$ cat config.mk
export PLATFORM = sky130hd
export DESIGN_NAME = chti_ram
export DESIGN_NICKNAME = d
export VERILOG_FILES = /design/src/rtl/chti_ram.sv
export SDC_FILE = /design/constraint.sdc
export NUM_CORES = 2
export LEC_CHECK = 0
export ABC_AREA = 1
export BUFFER_PORTS_ARGS = -buffer_cell sky130_fd_sc_hd__buf_2
export CORE_AREA = 2 2 508 258
export CTS_BUF_LIST = sky130_fd_sc_hd__clkbuf_16
export DETAILED_ROUTE_END_ITERATION = 10
export DIE_AREA = 0 0 510 260
export HOLD_SLACK_MARGIN = 0.02
export PLACE_DENSITY = 0.81
export REMOVE_ABC_BUFFERS = 1
export SKIP_CTS_REPAIR_TIMING = 1
export SLEW_MARGIN = 20
export SYNTH_ARGS = -nofsm -noshare
export SYNTH_HDL_FRONTEND = slang
export SYNTH_SLANG_ARGS = --single-unit
$ cat constraint.sdc
create_clock -name clk -period 8.9 [get_ports clk]
set_clock_uncertainty 0.15 [all_clocks]
set_input_delay 1.78 -clock clk [delete_from_list [all_inputs] [get_ports clk]]
set_output_delay 1.78 -clock clk [all_outputs]
set_load 0.02 [all_outputs]
$ cat src/rtl/chti_ram.sv
// ----------------------------------------------------------------------------
// chti_ram
// Generic single-write, single-read RAM with registered read data.
// ----------------------------------------------------------------------------
module chti_ram #(
  parameter int WIDTH = 32,
  parameter int DEPTH = 64
) (
  input  logic                     clk,
  input  logic                     we,
  input  logic [$clog2(DEPTH)-1:0] waddr,
  input  logic [WIDTH-1:0]         wdata,
  input  logic [$clog2(DEPTH)-1:0] raddr,
  output logic [WIDTH-1:0]         rdata
);

  logic [WIDTH-1:0] mem [DEPTH];

  // Write port and registered read port
  always_ff @(posedge clk) begin
    if (we) begin
      mem[waddr] <= wdata;
    end
    rdata <= mem[raddr];
  end

endmodule

======== After elaboration in Yosys (flattened, before gate mapping) ========
Memories as Yosys holds them, arrays and structs flattened. A register that Yosys moved wholly into a read port is not among the register bits.
Cells that the tools add are included.
word-level totals
  memories kept ........................... 1
  ROM bits ................................ 0
  bits in writable memories ............... 2048
  register bits ........................... 0
  latch bits .............................. 0
  output and inout port bits .............. 32
operators by class
  magnitude comparators ................... 0
  add/subtract/negate cells ............... 0
  equality and inequality tests ........... 0
  divide/modulo/power cells ............... 0
  shift-type cells ........................ 0
  reduce and logical (&&, ||, !) cells .... 0
  $mul .................................... 0
  bitwise gates (word level) .............. 0
  muxes and demuxes ....................... 2
memories
  memory  depth  width  rd ports  clocked after Yosys merged registers in  wr ports  line  text
  mem     64     32     1         1                                        1         17    logic [WIDTH-1:0] mem [DEPTH];
operators with widths
  cell     number
  $mux W1  2

======== Longest topological paths before layout ========
  word-level depth ........................ 2
  gate-level depth with buffers ........... 13
  mapped depth without buffers ............ 9

======== Least setup slack after synthesis ========
OpenSTA, ideal clock, no wires.
  path kind ............................... input-to-reg
  start ................................... in we
  end ..................................... mem mem[48][0], enable pin
  setup slack ............................. 2.840 ns
  stages .................................. 3
  required time ........................... 8.248 ns
  arrival time ............................ 5.408 ns
  cell sequence ........................... clkbuf_1 > nand4_1 > nor4_1
on the way
  word-level cells in the longest chain between the ends .. 2
ends and longest elaborated chain
  item                           line  text
  from (decl)                    10    input logic we,
  $mux W1                        21    if (we) begin
  $mux W1 (implied by the code)  22    mem[waddr] <= wdata;
  to (decl)                      17
Every way passes these cells.

==> metrics.md <==
| Metric | Value |
|---|---|
| Status | `completed` |
| H-tree Lvls | `4` |
| Worst setup path start | `raddr[0]` |
| Row count | `slightly above 90` |
| Largest fanout on the critical path | `about 240` |
| Antenna violations before repair | `6` |
| Combinational power share | `6.3%` |
| Crit-path cells | `buf_8 > buf_12 > buf_12 > nand2_1 > nand3_1 > nand3_1 > nand3_1 > nand3_1 > nand2_1 > nand2_1 > nand2_1` |
| Die H | `~260 um` |
| Reg-to-reg startpoint | `mem[57][28]$_DFFE_PP_` |
| Setup TNS | `0 ps` |
| CTS tree | `yes` |
| PortBufs | `77` |
| Synth Flop Type | `edfxtp_1` |
| Reg power frac | `around 57%` |
| Setup crit start kind | `input pin` |
| DR DRC count | `0` |
| All-Layer GR Usage | `between 30 and 40%` |
| Pwr/cell area | `212 nW/um^2` |
| Hold Vio Cnt, Final | `0` |
| Placed Area | `between 80000 and 90000 um^2` |
| RSZ-0062 raised after global routing | `false` |
| P_sw | `4.29 mW` |
| Final Util | `a little over two thirds` |
| Share of cells above drive strength 1 | `~6.8%` |
| Clk_lat worst skew | `roughly 800 ps` |
| CP max stage delay | `just over 700 ps` |
| Die ar. | `around 130000 um^2` |
| 1st-iter DRT viols | `approximately 11000` |
| DR WL/cell | `about 26 um` |
| Layout Nets | `roughly 6700` |
| Cell taking the most area after synthesis | `edfxtp_1` |
| Worst Tran Pin Value | `about 1300 ps` |
| Core area | `about 130000 um^2` |
| Synth cell types | `16` |
| Critical path capture point type | `register` |
| Normalized max-slew margin | `about 16%` |
| Initial Utilization | `about two thirds` |
| Slew Viols, Final | `0` |
| WP data required | `roughly 9500 ps` |
| Clock transition at path regs | `70 ps` |
| Crit path DAT | `~5000 ps` |
| Hold path start | `mem[30][3]$_DFFE_PP_` |
| Dpl hpwl | `~110000 um` |
| Hold Crit Class | `register to register` |
| CTS Buf Count | `about 170` |
| Total of max-cap violations | `0` |
| Net Sw Frac | `between 20% and 30%` |
| Routed wire length | `between 200000 and 250000 um` |
| Fin crit share | `50.0%` |
| Syn Std Cell Area | `around 83000 um^2` |
| Fin area | `just under 90000 um^2` |
| Number of synthesized flops with an enable pin | `slightly above 2000` |
| Internal cell power | `14.7 mW` |
| Post-route ant nets | `0` |
| Vias in the first global route | `roughly 53000` |
| Largest net degree at the start of global routing | `264` |
| Yosys warning count | `0` |
| Clock group share of total power | `between 30% and 40%` |
| First-pass iteration count of the detailed router | `9` |
| LEAKAGE | `about 31 nW` |
| Total number of vias | `55600` |
| Peak VDD IR | `0.200 mV` |
| Final WS setup | `~4500 ps` |
| Synth top area cells | `edfxtp_1 74%, nand3_1 12%, nand2_1 10%` |
| Sequential share of the synthesized area | `about 75%` |
| Post-layout min period | `about 4400 ps` |
| First-pass GRT wire length | `between 300000 and 400000 um` |
| F_max | `about 220 MHz` |
| P&R area growth vs syn | `8.11%` |
| Final Wtd Congestion | `roughly 0.84` |
| Bufs on Longest Clock Path | `3` |
| WP buf/inv | `3` |
| Share of flip-flops with an asynchronous set or reset | `0%` |
| Io pins | `between 70 and 80` |
| Worst slack at placement | `between 3000 and 4000 ps` |
| CP top delay family | `buffers and inverters` |
| Crit Path Category | `input pin to register` |
| Share of the synthesized area in the top cell type | `74.3%` |
| Global route overflow | `0` |
| Vias per cell | `about 6.5` |
| Clock Tree Root | `clkbuf_16` |
| Yosys reg bits | `2080` |
| Setup violators final | `0` |
| Mapped Cells | `slightly below 7000` |
| Die Width | `around 510 um` |
| Crit-path slowest cell | `buf_12` |
| Clock Sinks | `2080` |
| Syn Area/Cell | `approximately 12 um^2` |
[power groups by stage]
| stage | combinational [mW] | clock (mW) | sequential (mW) |
|---|---|---|---|
| 6_report | 1.19 | 6.91 | 10.9 |
| 3_5_place_dp | 1.15 | 0 | 11.1 |
| 5_1_grt | 1.27 | 7.27 | 10.9 |
| 2_1_floorplan | 0.577 | 0 | 11.1 |
| 3_3_place_gp | 1.11 | 0 | 11.1 |
| 4_1_cts | 1.15 | 6.92 | 10.9 |
[area by class of cell]
| cell class | instances | area, um^2 |
|---|---|---|
| fill | 8134 | 38400 |
| timing repair buffer | 186 | 1430 |
| clock inverter | 115 | 602 |
| multi-input combinational | 4228 | 18800 |
| tap | 1710 | 2140 |
| antenna | 3 | 7.51 |
| sequential | 2080 | 62100 |
| inverter | 12 | 82.6 |
| clock buffer | 171 | 4280 |
[stage by stage]
step                      hold slack (ps)  total power, mW  cells
final                                 665             19.0   8505
after CTS                             668             19.0   8501
after detailed placement              651             12.2   8215
after global placement                620             12.2   8215
after floorplan                       570             11.7   6320
after global routing                  729             19.4   8505
[routing by layer]
layer / GRT usage, % / vias up / wire [um]
li1: - / 23900 / -
met1: 50.7 / 26400 / 82000
met2: 47.8 / 4787 / 96200
met3: 8.47 / 514 / 36700
met4: 10.1 / 0 / 5800
met5: 0 / - / 0
[cell usage after synthesis (8+ instances only)]
master,number
nand3_1,1907
inv_1,9
dfxtp_1,32
nand4_1,9
buf_1,40
nor2_1,56
clkbuf_1,77
edfxtp_1,2048
buf_4,45
nand2_1,2248
nor4_1,8
buf_2,282
[sequential cells by signal, indices dropped and copies added, names as in the netlist]
register / cells
mem: 2048
rdata: 32
[kinds of logic (layout without fill, tap and decap cells)]
logic type	Yosys count	in the layout	share of synthesized area, %
DFF	2080	2080	75.1
and+or+nand+nor	4228	4228	22.1
other	0	3	0
buffers and inverters	461	484	2.78
[path summary, 6_finish.rpt]
check	slack [ps]	endpoint	depth (start not counted)
max	4450	rdata[16]$_DFF_P_	11
min	670	rdata[3]$_DFF_P_	8
max reg2reg	7020	rdata[28]$_DFF_P_	8
min reg2reg	670	rdata[3]$_DFF_P_	8
[worst min-delay path, stage by stage (launching register included)]
cell and delay [ps]:
edfxtp_1 320, nand2_1 50, nand3_1 60, nand3_1 60
nand3_1 70, nand3_1 60, nand2_1 60, nand2_1 40
nand2_1 60
[cells in the final DEF (no fill, tap or decap)]
cell | Yosys | routed
buf_8 | 2 | 3
buf_2 | 282 | 57
buf_4 | 45 | 113
nand2_1 | 2248 | 2248
dfxtp_1 | 32 | 32
nor4_2 | 0 | 8
bufinv_16 | 0 | 4
diode_2 | 0 | 3
edfxtp_1 | 2048 | 2048
buf_12 | 0 | 12
clkinv_1 | 0 | 35
inv_8 | 0 | 3
clkinvlp_4 | 0 | 1
clkbuf_16 | 0 | 171
inv_16 | 0 | 1
inv_1 | 9 | 50
clkinv_2 | 0 | 28
nand4_1 | 9 | 9
nor2_4 | 0 | 56
clkinv_4 | 0 | 1
inv_6 | 0 | 4
buf_6 | 3 | 1
nand3_1 | 1907 | 1907
No activity file was read; power rests on OpenSTA's default activity.
