==> config.mk <==
export PLATFORM = sky130hd
export DESIGN_NAME = chti_muldiv
export DESIGN_NICKNAME = d
export VERILOG_FILES = /design/src/rtl/chti_pkg.sv /design/src/rtl/chti_muldiv.sv
export SDC_FILE = /design/constraint.sdc
export NUM_CORES = 2
export LEC_CHECK = 0
export BUFFER_PORTS_ARGS = -buffer_cell sky130_fd_sc_hd__buf_2
export CAP_MARGIN = 20
export CORE_MARGIN = 1.5
export CORE_UTILIZATION = 40
export CTS_CLUSTER_SIZE = 16
export DETAILED_ROUTE_END_ITERATION = 7
export GPL_ROUTABILITY_DRIVEN = 0
export HOLD_SLACK_MARGIN = 0.1
export PLACE_DENSITY = 0.58
export SYNTH_ARGS = -nofsm -noshare
export SYNTH_HDL_FRONTEND = slang
export SYNTH_SLANG_ARGS = --single-unit
==> constraint.sdc <==
create_clock -name clk -period 16.55 [get_ports clk]
set_input_delay 4.1375 -clock clk [delete_from_list [all_inputs] [get_ports clk]]
set_output_delay 4.1375 -clock clk [all_outputs]
set_load 0.05 [all_outputs]
==> src/rtl/chti_pkg.sv <==
// ----------------------------------------------------------------------------
// chti_pkg
// Shared constants, command and status codes, and the request/response types
// of the scaled-quotient unit of the cubic Hermite table interpolator.
// ----------------------------------------------------------------------------
package chti_pkg;

  // Default table depth
  localparam int MAX_POINTS_DEF = 64;

  // Fraction bits of the normalized segment position
  localparam int FRAC_S = 26;

  // Width of the Horner accumulator and of the coefficients
  localparam int V_W = 44;

  // Width of a capped quotient magnitude; the cap is 2^40
  localparam int Q_W = 41;
  localparam logic [Q_W-1:0] Q_CAP = Q_W'(64'h0000_0100_0000_0000);

  // Command codes
  localparam logic [1:0] CMD_CLEAR  = 2'd0;
  localparam logic [1:0] CMD_APPEND = 2'd1;
  localparam logic [1:0] CMD_EVAL   = 2'd2;

  // Status codes
  localparam logic [1:0] ST_OK    = 2'd0;
  localparam logic [1:0] ST_FULL  = 2'd1;
  localparam logic [1:0] ST_FEW   = 2'd2;
  localparam logic [1:0] ST_ORDER = 2'd3;

  // Request to the quotient unit: round(a*b/c), c nonzero
  typedef struct packed {
    logic        start;
    logic [31:0] a;
    logic [31:0] b;
    logic [31:0] c;
  } md_req_t;

  // Response: capped quotient magnitude, valid while done is high
  typedef struct packed {
    logic           done;
    logic [Q_W-1:0] q;
  } md_rsp_t;

endpackage

==> src/rtl/chti_muldiv.sv <==
// ----------------------------------------------------------------------------
// chti_muldiv
// Scaled quotient unit: one 32x32 product, a half-divisor bias for rounding to
// nearest, then a restoring divide one quotient bit per cycle. The magnitude
// is capped at 2^40.
// ----------------------------------------------------------------------------
module chti_muldiv
  import chti_pkg::*;
(
  input  logic    clk,
  input  logic    rst,
  input  md_req_t req,
  output md_rsp_t rsp
);

  localparam logic [1:0] M_IDLE = 2'd0;
  localparam logic [1:0] M_ADD  = 2'd1;
  localparam logic [1:0] M_DIV  = 2'd2;
  localparam logic [1:0] M_OUT  = 2'd3;

  logic [1:0]  mstate;
  logic [63:0] prod;
  logic [63:0] num;
  logic [31:0] rc;
  logic [31:0] rem;
  logic [5:0]  cnt;
  logic [32:0] rem_sh;
  logic        ge;
  logic [32:0] rem_sub;

  // One restoring step
  assign rem_sh  = {rem, num[63]};
  assign ge      = rem_sh >= {1'b0, rc};
  assign rem_sub = rem_sh - {1'b0, rc};

  // Control
  always_ff @(posedge clk) begin
    if (rst) begin
      mstate <= M_IDLE;
    end else begin
      case (mstate)
        M_IDLE: if (req.start) mstate <= M_ADD;
        M_ADD:  mstate <= M_DIV;
        M_DIV:  if (cnt == 6'd63) mstate <= M_OUT;
        M_OUT:  mstate <= M_IDLE;
        default: mstate <= M_IDLE;
      endcase
    end
  end

  // Datapath
  always_ff @(posedge clk) begin
    case (mstate)
      M_IDLE: begin
        prod <= 64'(req.a) * 64'(req.b);
        rc   <= req.c;
      end
      M_ADD: begin
        num <= prod + 64'(rc >> 1);
        rem <= '0;
        cnt <= '0;
      end
      M_DIV: begin
        rem <= ge ? rem_sub[31:0] : rem_sh[31:0];
        num <= {num[62:0], ge};
        cnt <= cnt + 6'd1;
      end
      default: ;
    endcase
  end

  // Cap and present the quotient
  assign rsp.done = (mstate == M_OUT);
  assign rsp.q    = (num > 64'(Q_CAP)) ? Q_CAP : num[Q_W-1:0];

endmodule

# After elaboration in Yosys (flattened, before gate mapping)
# Cells that the tools add are included.
[word_totals]
register_bits = 200
inputBits = 99
out_inout_bits = 42
[op_classes]
addsub = 3
mul = 1
order_cmp = 2
eq_ne = 6
n_mux = 8
n_reduce_logical = 3
[op_table]
columns = ["operator", "n"]
rows = [
  ["case mux 64 bit (2 select lines)", 1],
  ["adder 64 x 31 -> 64 bit", 1],
  ["> comparator 64 x 41 -> 1 bit, second input constant", 1],
  ["multiplier 32 x 32 -> 64 bit", 1],
  ["case mux 32 bit (2 select lines)", 1],
  ["two-way mux 41 bit", 1],
  [">= comparator 33 x 32 -> 1 bit", 1],
  ["two-way mux 32 bit", 1],
  ["subtractor 32 bit", 1],
  ["case mux 6 bit (2 select lines)", 1],
  ["case mux 2 bit (4 select lines)", 1],
  ["adder 6 x 1 -> 6 bit, second input constant", 1],
  ["equality test 6 bit, second input constant", 1],
  ["equality test 2 bit, second input constant", 2],
  ["two-way mux 2 bit", 2],
  ["!= test 2 bit, second input constant", 2],
  ["equality test 2 x 1 -> 1 bit, second input constant", 1],
  ["logical NOT 2 bit", 1],
  ["AND reduction 2 bit", 1],
  ["nonzero test 2 bit", 1],
]

# Depth between registers and ports, before layout
[depth]
depth_word = 3
depth_mapped = 29
ltp_nobuf = 27

# Worst setup path after synthesis
# OpenSTA, ideal clock, no wires.
[synth_path]
path_kind = "in2reg"
start = "input port req[94] in the netlist's numbering"
end = "register prod[60] (data pin)"
setup_ns = 0.260
arrival_ns = 10.815
setup_slack_ns = 5.476
cell_stages = 28
path_buffers = 2
cell_sequence = "clkbuf_1 nand2_1 fa_1 inv_1 fa_1 fa_1 inv_1 fa_1 inv_1 fa_1 fa_1 fa_1 inv_1 fa_1 inv_1 ha_1 clkbuf_1 a21oi_1 o21ai_0 o22ai_1 a21oi_1 nor3_1 a21oi_1 o31ai_1 or4_1 nor2_1 nor3_1 xnor2_1"
[synth_between]
elab_chain_len = 1
[synth_rtl]
columns = ["item", "line_no", "rtl"]
rows = [
  ["start: declaration", "chti_muldiv.sv:12", "input md_req_t req,"],
  ["multiplier 32 x 32 -> 64 bit", "chti_muldiv.sv:55", "prod <= 64'(req.a) * 64'(req.b);"],
  ["end signal: assignment", "chti_muldiv.sv:55", ""],
  ["end: declaration", "chti_muldiv.sv:22", "logic [63:0] prod;"],
]
# No other way between the ends.
# A chain may end at the register's enable or synchronous reset.

# Worst setup path in the final report
[layout_path]
start = "input port req[91] in the netlist's numbering"
end = "register prod[61] (data pin)"
# Same word-level chain as after synthesis.

==> results.cfg <==
[worst_setup_path]
reg2reg_slack_ns = 12.24
crit_path_max_fanout = 32
end_kind = flip-flop
required_ns = 16.73
cp.arrival_ns = 12.21
startpoint_type = primary input
path_class = primary input to flip-flop

[clock_tree]
clk_latency_ns = 0.45
cts_sinks = 200
clk_pin_slew_ns = 0.07
post_cts_buffers = 0
cts_hold_buf = 0
htree_levels = 4
cts-root-buf = clkbuf_16
tritoncts = done
ctsResizeCount = 0
cts.path.max_buffers = 2
cts_inserted_buffers = 17

[timing]
timing.final.crit_period_ns = 12.03
worst_pin_slew_ns = 1.03
setup-tns-final_ns = 0
timing.final.crit_share_pct = 72.7
finalSetupViolCount = 0
drv_slew = 0
fmax_mhz = 83.1
slew-limit-headroom_pct = 29.8
hold_violations = 0
rsz0062_at_grt = no
fin_skew_ns = 0.0167

[synth]
synthCells = 4763
ys.flop_type = edfxtp_1
yosysTopAreaCellShare_pct = 40.3
synth_edf_count = 198
synth_seq_area_share_pct = 13.4
async_flop_share_pct = 0
yosysWarnings = 0
synth.area.top_cells = fa_1 (40%), edfxtp_1 (13%), ha_1 (9.3%), and2_1 (8.6%), inv_1 (7.7%)
yosysTopAreaCell = fa_1
synth-seq-cells = 200
ys_top_cells_by_count = inv_1 (912), fa_1 (898), and2_1 (615), nand2_1 (591), ha_1 (331)
synthesis.area_sq_um = 44600
yosysMostFrequentCell = inv_1
syn-num-nets = 6091
synthDistinctLibCells = 74
syn_avg_cell_area_sq_um = 9.37

[global_route]
grt-ovfl-total = 0
antenna_found_initial = 1
grt_pass1_wl_um = 193000
grt_pass1_vias = 33119
grt_max_degree = 81
grt_usage_pct = 22.1

[drt]
wl_um = 123000
vias = 31899
ant_nets = 0
drtIter0Drc = 2574
drc = 0
wl_per_cell_um = 19.9
via_per_inst = 5.16
firstDrtPassIters = 5

[layout]
final_nets = 6011
drive_above_1_share_pct = 4.45
syn_to_final_growth_pct = 5.24
antenna_cells = 0

[run_status]
outcome = finished clean

[floorplanning]
die_h_um = 337
row_count = 122
core_sq_um = 111000
start_util_pct = 40.3
die_w_um = 337
ioPinCount = 141
die_area_sq_um = 114000

[place]
dpl.hpwl_um = 97100
port_buffers = 140

[hold_path]
hold_class = flip-flop to flip-flop

[run]
max-cap-violations = 0
[final cells by class]
class | count | area [sq um]
fill | 10940 | 63700
inverter | 912 | 3420
clock buffer | 18 | 429
clock inverter | 14 | 138
sequential | 200 | 5990
multi-input combinational | 3399 | 34300
timing repair buffer | 153 | 816
tap | 1488 | 1860
[cell families after synthesis]
family / synth area share, %
XOR/XNOR: 2.96
adder cells (fa/ha/maj): 49.5
buffers and inverters: 9.79
flip-flops: 13.4
AO/OA/AOI/OAI: 6.58
AND/OR/NAND/NOR: 17.4
multiplexers: 0.328
[metal layers]
metal  global-route usage, %  vias to the layer above  wire length (um)
met5                       0                        -                 0
met4                    3.58                        0              1440
met3                    4.58                       91             10400
met2                    32.2                     1128             51700
met1                    34.0                    16259             59800
li1                        -                    14421                 -
[through the flow]
| step | worst slack, ns | area (sq um) | utilization (%) | std cells | hold WS, ns |
|---|---|---|---|---|---|
| after floorplan | 5.48 | 44600 | - | 4763 | 0.518 |
| final | 4.52 | 47000 | 42.5 | 6184 | 0.568 |
| after CTS | 4.66 | 47000 | 42.4 | 6183 | 0.568 |
| after detailed placement | 4.17 | 46400 | 41.9 | 6151 | 0.546 |
| after global routing | 4.10 | 47000 | 42.5 | 6184 | 0.610 |
| after global placement | 4.24 | 46400 | 41.9 | 6150 | 0.539 |
[placed cells by master (no fill, tap or decap), types with 5 or more instances in the layout]
cell         n
a211oi_1    10
fa_1       898
xnor2_1     84
nor2_1     115
nand2_1    591
a31oi_1      9
nor2b_1     12
nor3_1      26
a221oi_1     5
o21ai_0    138
o21a_1      15
clkbuf_16   17
nand3_1     33
buf_4       11
mux2i_1      9
o211ai_1    11
inv_1      912
buf_2      141
nand2b_1    11
edfxtp_1   198
a21oi_1    153
ha_1       329
nand4_1     26
mux2_2       5
o31ai_1      6
xor2_1      67
or3_1        6
o21bai_1    19
and3_1      58
a21o_1      55
nor4_1      19
and2_1     615
[state kept, by name, summed over array words and instances, names as in the netlist]
register,cells
mstate,2
cnt,6
rc,32
num,64
prod,64
rem,32
[worst max-delay path, cell delays in order]
cell	delay (ns)
buf_2	0.62
nand2_1	0.20
fa_1	0.54
fa_1	0.55
fa_1	0.52
fa_1	0.52
inv_1	0.06
fa_1	0.68
fa_1	0.47
fa_1	0.49
inv_1	0.05
fa_1	0.48
inv_1	0.04
ha_1	0.43
nand4_1	0.16
a2111oi_0	0.89
o211ai_2	0.34
a31oi_1	0.27
o21a_1	0.14
o21ai_0	0.14
o41ai_1	0.35
xor2_1	0.12
[path summary, 6_finish.rpt]
check | startpoint | to | cells past startpoint
setup / recovery | req[91] | prod[61] | 22
hold reg to reg | num[46] | num[47] | 2
hold / removal | num[46] | num[47] | 2
setup reg to reg | rc[1] | num[60] | 14
Power is left out: the tool's default activity adds up to more than one toggle a clock period on the data nets, which glitch-free logic cannot reach.
